### src/design/hnsd_pkg.sv
// shared types, constants and helper functions of the head nod and shake detector
`default_nettype none

package hnsd_pkg;

    localparam int ANGLE_FRAC_BITS = 4;
    localparam int ANGLE_W = 13;
    localparam int MOVE_W = 12;
    localparam int FRAC_W = 10;
    localparam int BOUND_W = 15;
    localparam int CALC_W = 16;
    localparam int GEST_W = 2;
    localparam int FLAG_W = 4;

    localparam logic [MOVE_W-1:0] MOVE_ANGLE_RESET = 12'd480;
    localparam logic signed [CALC_W-1:0] FULL_TURN = CALC_W'(360 << ANGLE_FRAC_BITS);

    localparam logic [GEST_W-1:0] GEST_NONE = 2'd0;
    localparam logic [GEST_W-1:0] GEST_SHAKE = 2'd1;
    localparam logic [GEST_W-1:0] GEST_NOD = 2'd2;

    localparam int FLAG_RIGHT = 0;
    localparam int FLAG_LEFT = 1;
    localparam int FLAG_DOWN = 2;
    localparam int FLAG_UP = 3;

    localparam logic FUNC_SAMPLE = 1'b0;
    localparam logic FUNC_START = 1'b1;

    typedef struct packed {
        logic [MOVE_W-1:0] move_angle;
        logic [FRAC_W-1:0] quarter;
        logic [FRAC_W-1:0] sixth;
    } thresh_t;

    typedef logic signed [BOUND_W-1:0] bound_t;

    // floor(m / 6) as floor((m >> 1) * 2731 >> 13), exact for 11-bit halves
    function automatic logic [FRAC_W-1:0] div6(input logic [MOVE_W-1:0] m);
        logic [MOVE_W-2:0] h;
        logic [23:0] p;
        h = m[MOVE_W-1:1];
        p = {13'd0, h} * 24'd2731;
        return p[13+FRAC_W-1:13];
    endfunction

    // shift a sample by a full turn when it sits across the seam from the centre
    function automatic logic signed [CALC_W-1:0] unwrap(
        input logic [ANGLE_W-1:0] sample,
        input logic [ANGLE_W-1:0] centre,
        input logic [MOVE_W-1:0] m
    );
        logic signed [CALC_W-1:0] s;
        logic signed [CALC_W-1:0] c;
        logic signed [CALC_W-1:0] mm;
        logic signed [CALC_W-1:0] lim;
        s = $signed({{(CALC_W-ANGLE_W){1'b0}}, sample});
        c = $signed({{(CALC_W-ANGLE_W){1'b0}}, centre});
        mm = $signed({{(CALC_W-MOVE_W){1'b0}}, m});
        lim = FULL_TURN - mm;
        if (lim < c && s < mm)
            return s + FULL_TURN;
        else if (mm > c && s > lim)
            return s - FULL_TURN;
        else
            return s;
    endfunction

endpackage

`default_nettype wire

### src/design/hnsd_if.sv
// valid/ready channel interfaces for samples, results and the threshold write
`default_nettype none

interface hnsd_in_if;
    logic valid;
    logic ready;
    logic func;
    logic [hnsd_pkg::ANGLE_W-1:0] yaw_angle;
    logic [hnsd_pkg::ANGLE_W-1:0] pitch_angle;

    modport source (output valid, func, yaw_angle, pitch_angle, input ready);
    modport sink (input valid, func, yaw_angle, pitch_angle, output ready);
endinterface

interface hnsd_out_if;
    logic valid;
    logic ready;
    logic [hnsd_pkg::GEST_W-1:0] gesture;
    logic armed_now;

    modport source (output valid, gesture, armed_now, input ready);
    modport sink (input valid, gesture, armed_now, output ready);
endinterface

interface hnsd_cfg_if;
    logic valid;
    logic ready;
    logic [hnsd_pkg::MOVE_W-1:0] data;

    modport source (output valid, data, input ready);
    modport sink (input valid, data, output ready);
endinterface

`default_nettype wire

### src/design/hnsd_cfg.sv
// threshold register and the bound offsets derived from it
`default_nettype none

module hnsd_cfg (
    input  wire logic         clk,
    input  wire logic         rst_n,
    hnsd_cfg_if.sink          cfg,
    output hnsd_pkg::thresh_t thr
);
    import hnsd_pkg::*;

    logic [MOVE_W-1:0] move_angle_reg;
    logic [MOVE_W-1:0] move_angle_next;

    assign cfg.ready = 1'b1;

    always_comb
    begin
        move_angle_next = move_angle_reg;
        if (cfg.valid)
            move_angle_next = cfg.data;
    end

    always_ff @(posedge clk or negedge rst_n)
    begin
        if (!rst_n)
            move_angle_reg <= MOVE_ANGLE_RESET;
        else
            move_angle_reg <= move_angle_next;
    end

    assign thr.move_angle = move_angle_reg;
    assign thr.quarter = move_angle_reg[MOVE_W-1:2];
    assign thr.sixth = div6(move_angle_reg);

endmodule

`default_nettype wire

### src/design/hnsd_core.sv
// detection state: centre, bounds, side flags and the gesture decision
`default_nettype none

module hnsd_core (
    input  wire logic                            clk,
    input  wire logic                            rst_n,
    input  wire logic                            en,
    input  wire logic                            func,
    input  wire logic [hnsd_pkg::ANGLE_W-1:0]    yaw_angle,
    input  wire logic [hnsd_pkg::ANGLE_W-1:0]    pitch_angle,
    input  wire hnsd_pkg::thresh_t               thr,
    output logic      [hnsd_pkg::GEST_W-1:0]     gesture,
    output logic                                 armed_now
);
    import hnsd_pkg::*;

    logic               armed_reg, armed_next;
    logic [ANGLE_W-1:0] centre_yaw_reg, centre_yaw_next;
    logic [ANGLE_W-1:0] centre_pitch_reg, centre_pitch_next;
    bound_t             right_reg, right_next;
    bound_t             left_reg, left_next;
    bound_t             down_reg, down_next;
    bound_t             up_reg, up_next;
    logic [FLAG_W-1:0]  flags_reg, flags_next;

    logic signed [CALC_W-1:0] yaw_s, pitch_s, quarter_s, sixth_s;
    logic signed [CALC_W-1:0] z, y;
    logic signed [CALC_W-1:0] rc_right, rc_left, rc_down, rc_up;
    logic [FLAG_W-1:0]        fl;

    assign yaw_s = $signed({{(CALC_W-ANGLE_W){1'b0}}, yaw_angle});
    assign pitch_s = $signed({{(CALC_W-ANGLE_W){1'b0}}, pitch_angle});
    assign quarter_s = $signed({{(CALC_W-FRAC_W){1'b0}}, thr.quarter});
    assign sixth_s = $signed({{(CALC_W-FRAC_W){1'b0}}, thr.sixth});

    // recentred bounds on the raw sample angles
    assign rc_right = yaw_s + quarter_s;
    assign rc_left = yaw_s - quarter_s;
    assign rc_down = pitch_s - quarter_s;
    assign rc_up = pitch_s + sixth_s;

    assign z = unwrap(yaw_angle, centre_yaw_reg, thr.move_angle);
    assign y = unwrap(pitch_angle, centre_pitch_reg, thr.move_angle);

    always_comb
    begin
        armed_next = armed_reg;
        centre_yaw_next = centre_yaw_reg;
        centre_pitch_next = centre_pitch_reg;
        right_next = right_reg;
        left_next = left_reg;
        down_next = down_reg;
        up_next = up_reg;
        flags_next = flags_reg;
        fl = flags_reg;
        gesture = GEST_NONE;

        if (func == FUNC_START)
        begin
            armed_next = 1'b1;
            centre_yaw_next = yaw_angle;
            centre_pitch_next = pitch_angle;
            right_next = rc_right[BOUND_W-1:0];
            left_next = rc_left[BOUND_W-1:0];
            down_next = rc_down[BOUND_W-1:0];
            up_next = rc_up[BOUND_W-1:0];
            flags_next = '0;
        end
        else if (armed_reg)
        begin
            if (z > CALC_W'(right_reg))
            begin
                right_next = z[BOUND_W-1:0];
                fl[FLAG_RIGHT] = 1'b1;
            end
            else if (z < CALC_W'(left_reg))
            begin
                left_next = z[BOUND_W-1:0];
                fl[FLAG_LEFT] = 1'b1;
            end

            if (y < CALC_W'(down_reg))
            begin
                down_next = y[BOUND_W-1:0];
                fl[FLAG_DOWN] = 1'b1;
            end
            else if (y > CALC_W'(up_reg))
            begin
                up_next = y[BOUND_W-1:0];
                fl[FLAG_UP] = 1'b1;
            end

            flags_next = fl;
            if (fl[FLAG_RIGHT] && fl[FLAG_LEFT])
                gesture = GEST_SHAKE;
            else if (fl[FLAG_DOWN] && fl[FLAG_UP])
                gesture = GEST_NOD;

            // report: recentre on this sample and disarm
            if (gesture != GEST_NONE)
            begin
                armed_next = 1'b0;
                centre_yaw_next = yaw_angle;
                centre_pitch_next = pitch_angle;
                right_next = rc_right[BOUND_W-1:0];
                left_next = rc_left[BOUND_W-1:0];
                down_next = rc_down[BOUND_W-1:0];
                up_next = rc_up[BOUND_W-1:0];
                flags_next = '0;
            end
        end
    end

    assign armed_now = armed_next;

    always_ff @(posedge clk or negedge rst_n)
    begin
        if (!rst_n)
        begin
            armed_reg <= 1'b0;
            centre_yaw_reg <= '0;
            centre_pitch_reg <= '0;
            right_reg <= '0;
            left_reg <= '0;
            down_reg <= '0;
            up_reg <= '0;
            flags_reg <= '0;
        end
        else if (en)
        begin
            armed_reg <= armed_next;
            centre_yaw_reg <= centre_yaw_next;
            centre_pitch_reg <= centre_pitch_next;
            right_reg <= right_next;
            left_reg <= left_next;
            down_reg <= down_next;
            up_reg <= up_next;
            flags_reg <= flags_next;
        end
    end

endmodule

`default_nettype wire

### src/design/head_nod_shake_detector_unit.sv
// top level of the head nod and shake detector with input and result registers
`default_nettype none

// Takes one sample or start beat per clock while the result channel is ready, and gives
// exactly one result beat for each. A beat is held in the input register, judged
// against the detection state from there and captured in the result register, which
// drives the result channel; a full result register that is not taken stalls the input
// register. Sustained throughput is one beat per clock while result ready stays high;
// the state update (unwrap, bound compare, flag decision) is combinational from the input
// register. Sample ready follows result ready combinationally when both registers are
// full. The threshold is written through the configuration channel, which is always
// ready, and should only change while no beat is in flight.
module head_nod_shake_detector_unit (
    input  wire logic  clk,
    input  wire logic  rst_n,
    hnsd_in_if.sink    sample,
    hnsd_out_if.source result,
    hnsd_cfg_if.sink   cfg
);
    import hnsd_pkg::*;

    thresh_t thr;

    logic               s1_valid_reg, s1_valid_next;
    logic               s1_func_reg;
    logic [ANGLE_W-1:0] s1_yaw_reg;
    logic [ANGLE_W-1:0] s1_pitch_reg;
    logic               out_valid_reg, out_valid_next;
    logic [GEST_W-1:0]  gesture_reg;
    logic               armed_reg;

    logic               advance;
    logic               take;
    logic [GEST_W-1:0]  core_gesture;
    logic               core_armed;

    hnsd_cfg u_cfg (
        .clk   (clk),
        .rst_n (rst_n),
        .cfg   (cfg),
        .thr   (thr)
    );

    hnsd_core u_core (
        .clk         (clk),
        .rst_n       (rst_n),
        .en          (advance),
        .func        (s1_func_reg),
        .yaw_angle   (s1_yaw_reg),
        .pitch_angle (s1_pitch_reg),
        .thr         (thr),
        .gesture     (core_gesture),
        .armed_now   (core_armed)
    );

    assign advance = s1_valid_reg && (!out_valid_reg || result.ready);
    assign sample.ready = !s1_valid_reg || advance;
    assign take = sample.valid && sample.ready;

    always_comb
    begin
        s1_valid_next = s1_valid_reg;
        if (take)
            s1_valid_next = 1'b1;
        else if (advance)
            s1_valid_next = 1'b0;

        out_valid_next = out_valid_reg;
        if (advance)
            out_valid_next = 1'b1;
        else if (result.ready)
            out_valid_next = 1'b0;
    end

    always_ff @(posedge clk or negedge rst_n)
    begin
        if (!rst_n)
        begin
            s1_valid_reg <= 1'b0;
            out_valid_reg <= 1'b0;
        end
        else
        begin
            s1_valid_reg <= s1_valid_next;
            out_valid_reg <= out_valid_next;
        end
    end

    // payload registers
    always_ff @(posedge clk)
    begin
        if (take)
        begin
            s1_func_reg <= sample.func;
            s1_yaw_reg <= sample.yaw_angle;
            s1_pitch_reg <= sample.pitch_angle;
        end
        if (advance)
        begin
            gesture_reg <= core_gesture;
            armed_reg <= core_armed;
        end
    end

    assign result.valid = out_valid_reg;
    assign result.gesture = gesture_reg;
    assign result.armed_now = armed_reg;

endmodule

`default_nettype wire
### src/flat_wrapper.sv
// flat-port wrapper written by rule: the top's interface ports become plain ports
module head_nod_shake_detector_unit_flat import hnsd_pkg::*;
  (clk, rst_n, sample_valid, sample_func, sample_yaw_angle, sample_pitch_angle, sample_ready, result_valid, result_gesture, result_armed_now, result_ready, cfg_valid, cfg_data, cfg_ready);
  hnsd_in_if sample_i ();
  hnsd_out_if result_i ();
  hnsd_cfg_if cfg_i ();
  input  wire logic clk;
  input  wire logic rst_n;
  input wire logic [$bits(sample_i.valid)-1:0] sample_valid;
  input wire logic [$bits(sample_i.func)-1:0] sample_func;
  input wire logic [$bits(sample_i.yaw_angle)-1:0] sample_yaw_angle;
  input wire logic [$bits(sample_i.pitch_angle)-1:0] sample_pitch_angle;
  output wire logic [$bits(sample_i.ready)-1:0] sample_ready;
  output wire logic [$bits(result_i.valid)-1:0] result_valid;
  output wire logic [$bits(result_i.gesture)-1:0] result_gesture;
  output wire logic [$bits(result_i.armed_now)-1:0] result_armed_now;
  input wire logic [$bits(result_i.ready)-1:0] result_ready;
  input wire logic [$bits(cfg_i.valid)-1:0] cfg_valid;
  input wire logic [$bits(cfg_i.data)-1:0] cfg_data;
  output wire logic [$bits(cfg_i.ready)-1:0] cfg_ready;
  assign sample_i.valid = sample_valid;
  assign sample_i.func = sample_func;
  assign sample_i.yaw_angle = sample_yaw_angle;
  assign sample_i.pitch_angle = sample_pitch_angle;
  assign sample_ready = sample_i.ready;
  assign result_valid = result_i.valid;
  assign result_gesture = result_i.gesture;
  assign result_armed_now = result_i.armed_now;
  assign result_i.ready = result_ready;
  assign cfg_i.valid = cfg_valid;
  assign cfg_i.data = cfg_data;
  assign cfg_ready = cfg_i.ready;
  head_nod_shake_detector_unit u_core (.clk(clk), .rst_n(rst_n), .sample(sample_i), .result(result_i), .cfg(cfg_i));
endmodule
### config.mk
export PLATFORM = sky130hd
export DESIGN_NAME = head_nod_shake_detector_unit_flat
export DESIGN_NICKNAME = d
export VERILOG_FILES = /design/src/design/hnsd_pkg.sv /design/src/design/hnsd_if.sv /design/src/design/hnsd_cfg.sv /design/src/design/hnsd_core.sv /design/src/design/head_nod_shake_detector_unit.sv /design/src/flat_wrapper.sv
export SDC_FILE = /design/constraint.sdc
export NUM_CORES = 1
export LEC_CHECK = 0
export BUFFER_PORTS_ARGS = -buffer_cell sky130_fd_sc_hd__buf_2
export CAP_MARGIN = 20
export CELL_PAD_IN_SITES_DETAIL_PLACEMENT = 1
export CELL_PAD_IN_SITES_GLOBAL_PLACEMENT = 1
export CORE_ASPECT_RATIO = 1.1
export CORE_MARGIN = 2
export CORE_UTILIZATION = 54
export DETAILED_ROUTE_END_ITERATION = 8
export PLACE_DENSITY_LB_ADDON = 0.1
export SLEW_MARGIN = 20
export SYNTH_ARGS = -nofsm -noshare
export SYNTH_HDL_FRONTEND = slang
export SYNTH_SLANG_ARGS = --single-unit
### constraint.sdc
create_clock -name clk -period 12.5 [get_ports clk]
set_clock_uncertainty 0.2 [all_clocks]
set_input_delay 1.25 -clock clk [delete_from_list [all_inputs] [get_ports clk]]
set_output_delay 1.25 -clock clk [all_outputs]
set_load 0.02 [all_outputs]
Word level (Yosys, flattened, before mapping)
Index checks and enable logic that the tools add are counted.

Register bits after elaboration: 135. Latch bits: 0. Memory bits (writable): 0. Memory bits (read-only): 0. Input port bits: 44. Word-level logic and storage cells: 125. Memories kept: 0.

Add/subtract/negate cells: 9. $mul: 1. Divide/modulo/power cells: 0. Magnitude comparators: 12. Equality and inequality tests: 2. Shifts and indexed selects: 0. Muxes and demuxes: 56. Bitwise operators: 1. Reduce and logical (&&, ||, !) cells: 28.

Operator list (count): $mux W15 (18); $mux W13 (6); $mux W16 (4); $gt A16 B15 Y1 (2); $lt A16 B15 Y1 (2); $add A13 B10 Y14 (2); $add A13 B13 Y14 const B (2); $gt A14 B14 Y1 (2); $lt A14 B14 Y1 (2); $sub A13 B10 Y14 (2); $sub A13 B13 Y14 const B (2); $gt A12 B13 Y1 (2); $lt A13 B12 Y1 (2); $mul A11 B12 Y23 const B (1); $mux W1 (21); $sub A13 B12 Y14 const A (1); $mux W4 (3); $reduce_bool A3 Y1 (4); $reduce_bool A2 Y1 (5); $reduce_and A3 Y1 (3); $logic_and A1 B1 Y1 (8); $mux W2 (4); $reduce_and A4 Y1 (2); $ne A3 B1 Y1 const B (2); 5 further kinds (7).

Depth between registers and ports, before layout
Depth after elaboration: 19. Depth in mapped cells: 31. Mapped depth without buffers: 28.

By module
Synthesis repeated with hierarchy kept, for this count alone.

Cell total of the unflattened synthesis: 1655. Area, all modules: 14569.0 um^2.

By module, submodules not included: hnsd_core (instances 1, cells an instance 1313, area each 10598.9 um^2); hnsd_cfg (instances 1, cells an instance 304, area each 2965.3 um^2); head_nod_shake_detector_unit (instances 1, cells an instance 38, area each 1004.7 um^2).

Least setup slack after synthesis
OpenSTA, ideal clock, no wires.

Kind: register to register. From: register u_core.u_cfg.move_angle_reg[10]. To: register u_core.u_core.up_reg[12]. Setup time: 0.123 ns. Arrival time: 6.452 ns. Setup slack: 5.726 ns. Cell stages (with the launch flop): 29. Buffers on the path: 0. Clock period less this slack: 6.774 ns. Path through: dfrtp_1 > inv_1 > ha_1 > inv_1 > fa_1 > fa_1 > inv_1 > fa_1 > fa_1 > ha_1 > nand3_1 > nor2_1 > a211oi_1 > o21ai_0 > nor2_1 > nor2b_1 > nor2_1 > xnor2_1 > fa_1 > a21o_1 > a21oi_1 > o21bai_1 > a2111o_1 > a31o_2 > a21o_1 > nand3_1 > xor2_1 > a32oi_1 > o221a_2.

Longest elaborated chain between the ends: 19. Elaborated cells on any way between the ends: 52. Those cells by class: 2 x add/sub; 1 x mul; 12 x order compare; 1 x eq/ne; 27 x mux; 9 x reduce/logical.

RTL lines: start, declared (RTL line hnsd_cfg.sv:12) `logic [MOVE_W-1:0] move_angle_reg;`; start signal, assigned (RTL line hnsd_cfg.sv:29) `move_angle_reg <= move_angle_next;`; $sub A13 B12 Y14 (RTL line hnsd_pkg.sv:60) `lim = FULL_TURN - mm;`; $gt A14 B14 Y1 (RTL line hnsd_pkg.sv:63) `else if (mm > c && s > lim)`; $logic_and A1 B1 Y1 (RTL line hnsd_pkg.sv:63); $mux W16 (RTL line hnsd_pkg.sv:63); $mux W16 (RTL line hnsd_pkg.sv:61) `if (lim < c && s < mm)`; $gt A16 B15 Y1 (RTL line hnsd_core.sv:87) `else if (y > CALC_W'(up_reg))`; $mux W1 (RTL line hnsd_core.sv:87); $mux W1 (RTL line hnsd_core.sv:82) `if (y < CALC_W'(down_reg))`; [... 3 more ...]; $mux W2 (RTL line hnsd_core.sv:96) `else if (fl[FLAG_DOWN] && fl[FLAG_UP])`; $mux W2 (RTL line hnsd_core.sv:94) `if (fl[FLAG_RIGHT] && fl[FLAG_LEFT])`; $mux W2 (RTL line hnsd_core.sv:69) `else if (armed_reg)`; $mux W2 (RTL line hnsd_core.sv:58) `if (func == FUNC_START)`; $reduce_bool A2 Y1 (RTL line hnsd_core.sv:100) `if (gesture != GEST_NONE)`; $mux W15 (RTL line hnsd_core.sv:100); $mux W15 (RTL line hnsd_core.sv:69); $mux W15 (RTL line hnsd_core.sv:58); end signal, assigned (RTL line hnsd_core.sv:137) `up_reg <= up_next;`; end, declared (RTL line hnsd_core.sv:23) `bound_t up_reg, up_next;`.

Several ways; a longest one is shown, not always the timed one. The select of a mux whose other input is x is not followed. A chain may end at the register's enable or synchronous reset.

Final worst setup path
From: register u_core.u_cfg.move_angle_reg[3]. To: register u_core.u_core.up_reg[12].

The elaborated chain is that of the path after synthesis.

==> out/qor.csv <==
metric,value,unit
synthesized net count,1875,
Flop pwr share,18.4,%
final hold viol count,0,
hold path startpoint,u_core.u_core.right_reg[0],
Cell Int Power,1.99,mW
Min-Delay Path Class,reg -> reg,
number of synthesized flops with an enable pin,30,
largest net degree at the start of global routing,72,
Net Sw Frac,50.0,%
share of cells above drive strength 1,8.02,%
CP max FO,14,
vias in the first global route,12800,
die width,156,um
worst-margin pin slew,0.988,ns
Post-DRT Antenna Nets,0,
period utilization,70.9,%
CP max stage delay,0.81,ns
DRT Wirelength,43.6,mm
I/O pins,50,
FMAX,113,MHz
Compound-Gate Fraction of Synth Area,19.4,%
Layout area overhead,8.23,%
Std-Cell Rows,61,
maximum VDD drop,0.321,mV
CTS resizes,0,
FF+latch area,3530,um2
worst relative slew slack,34.1,%
crit path from,u_core.u_cfg.move_angle_reg[3],
drt wl/cell,23.0,um
sequential area share after synthesis,25.6,%
CP max stage cell,o221ai_2,
GP Congestion,0.889,
Place WS,3.76,ns
Post-Synth XOR/XNOR Area,4.46,%
TritonCTS Sinks,135,
outcome,"complete, no violations",
Setup CP Type,reg -> reg,
fin area,14900,um2
Worst path top cell family by delay,compound AO/OA/AOI/OAI gates,
DR vias,11900,
DR DRC count,0,
final std cells w/o fill,1898,
share of the synthesized area in the top cell type,23.3,%
pins over their slew limit,0,
hold_buf cts,0,
register bit total from synthesis,135,
Post-CTS Setup Bufs,0,
H-tree levels,4,
Yosys cell types,83,
crit end category,flop,
Clock Tree Root,clkbuf_16,
RSZ-0062 raised after global routing,false,
Starting DRT DRC Count,725,
startpoint types,flop,
setup violators final,0,
NetSw,1.99,mW
diodes inserted,0,
placed cells,1866,
Synthesis Warnings,0,
worst path bufs/invs,3,
Power Density,267,nW/um2
maxcap violations,0,
R2R Path Start,u_core.u_cfg.move_angle_reg[3],
total gr overflow,0,
Synth Area in Adders,28.9,%
worst setup margin,3.64,ns
post-synthesis mux area share,1.08,%
first-pass GRT wire length,69.6,mm
Worst Path Required,12.62,ns
Max Root-Sink Buffers,2,
combinational share of power,68.7,%
final total power,3.98,mW
multi-input logic area,9400,um2
DIE AREA,26800,um2
Num CTS Buffers,17,
post-synth top area cell,ha_1,
Syn Area/Cell,8.97,um2
Pleak,7.14,nW
Worst-path clk slew,0.07,ns
top post-synthesis cells by area,"ha_1, dfrtp_1, edfxtp_1",
antenna violations before repair,1,
CTS tree,done,
Core ar.,25200,um2
"commonest non-fill, non-tap cell in the layout",ha_1,
DR vias/cell,6.27,
hpwl dp,33.1,mm
Final Critical Period,8.86,ns
Cells after Synth,1537,
Skew-Pair Late Insertion Delay,0.44,ns
Synth Flop Type,dfrtp_1,
Area after DPL,14300,um2
main combinational cell family by area after synthesis,adder cells,
asr flop ratio synth,77.8,%
all-layer global routing usage,33.7,%
"commonest cells after routing, fill and taps aside","ha_1, inv_1, nand2_1",
Die Y,172,um
clock share of power,12.9,%
Synth Area in Simple Gates,14.1,%
fin nets,1908,
Buffers on Ports,48,
DR pass1 iterations,7,
Initial Util,54.7,%
Post-Synthesis Cell Area,13800,um2
number of fill cells in the layout,2926,
WP data arrival,8.98,ns
Setup TNS,0,ns
-- power by group through the flow --
stage	combinational, mW	sequential [mW]	clock (mW)
floorplan	1.95	0.695	0
CTS	2.71	0.730	0.516
global route	3.05	0.747	0.534
finish	2.73	0.733	0.512
detailed placement	2.67	0.735	0
global placement	2.54	0.728	0
-- synthesized netlist by cell type (6+ instances only) --
cell	number
nor3_1	35
nor2b_1	30
and3_1	12
and4_1	6
a31oi_1	20
a211oi_1	20
mux2i_1	7
nand4_1	14
nor4_1	9
edfxtp_1	30
or3_1	6
nor2_1	92
nand3b_1	7
o21ai_1	7
a221o_1	6
o311ai_0	6
a21oi_1	96
o21ai_0	100
and2_1	11
xnor2_1	48
o31a_1	8
dfrtp_1	101
nand2b_1	14
mux2_2	7
nand3_1	29
o211ai_1	11
o221a_2	6
o21a_1	16
clkbuf_1	34
nand2_1	113
inv_1	188
a211o_1	6
xor2_1	10
fa_1	37
o31ai_1	13
a21o_1	19
ha_1	257
-- through the flow --
stage / hold slack, ns / util, %
floorplan: 0.245 / -
global placement: 0.263 / 56.9
detailed placement: 0.267 / 56.9
CTS: 0.284 / 59.2
global route: 0.312 / 59.2
finish: 0.284 / 59.2
-- final cells by class --
type                       instances  share of cell area, %
multi-input combinational       1171                   63.0
sequential                       135                   23.7
inverter                         188                   4.73
clock buffer                      19                   3.04
tap                              315                   2.64
timing repair buffer              57                   2.08
clock inverter                    13                  0.805
-- metal layers --
layer | share of wire, % | GRT usage [%] | up-vias
met5 | 0 | 0 | -
met4 | 3.5 | 13.6 | 0
met3 | 5.0 | 4.99 | 104
met2 | 48 | 56.8 | 338
met1 | 44 | 43.6 | 5900
li1 | - | - | 5563
-- tightest hold or removal path, delay by kind of cell (launching register included) --
kind	cells	cell delay, ns
simple gates	2	0.10
flops	1	0.35
-- final timing paths --
path,to,slack [ns],depth (start not counted)
worst max-delay path,u_core.u_core.up_reg[12],3.64,27
worst min register to register,u_core.u_core.right_reg[0],0.28,2
worst min-delay path,u_core.u_core.right_reg[0],0.28,2
max in group asynchronous,u_core.u_core.up_reg[12],10.15,2
min in group asynchronous,u_core.u_core.left_reg[8],0.59,1
worst max register to register,u_core.u_core.up_reg[12],3.64,27
-- kinds of logic after synthesis --
kind of cell / after synthesis
and+or+nand+nor: 394
xor gates and xnor gates: 63
AOI/OAI and AO/OA: 402
other: 1
muxes: 14
adders and majority gates: 297
buffers and inverters: 231
DFF: 135
Power figures use the tool's default switching activity.
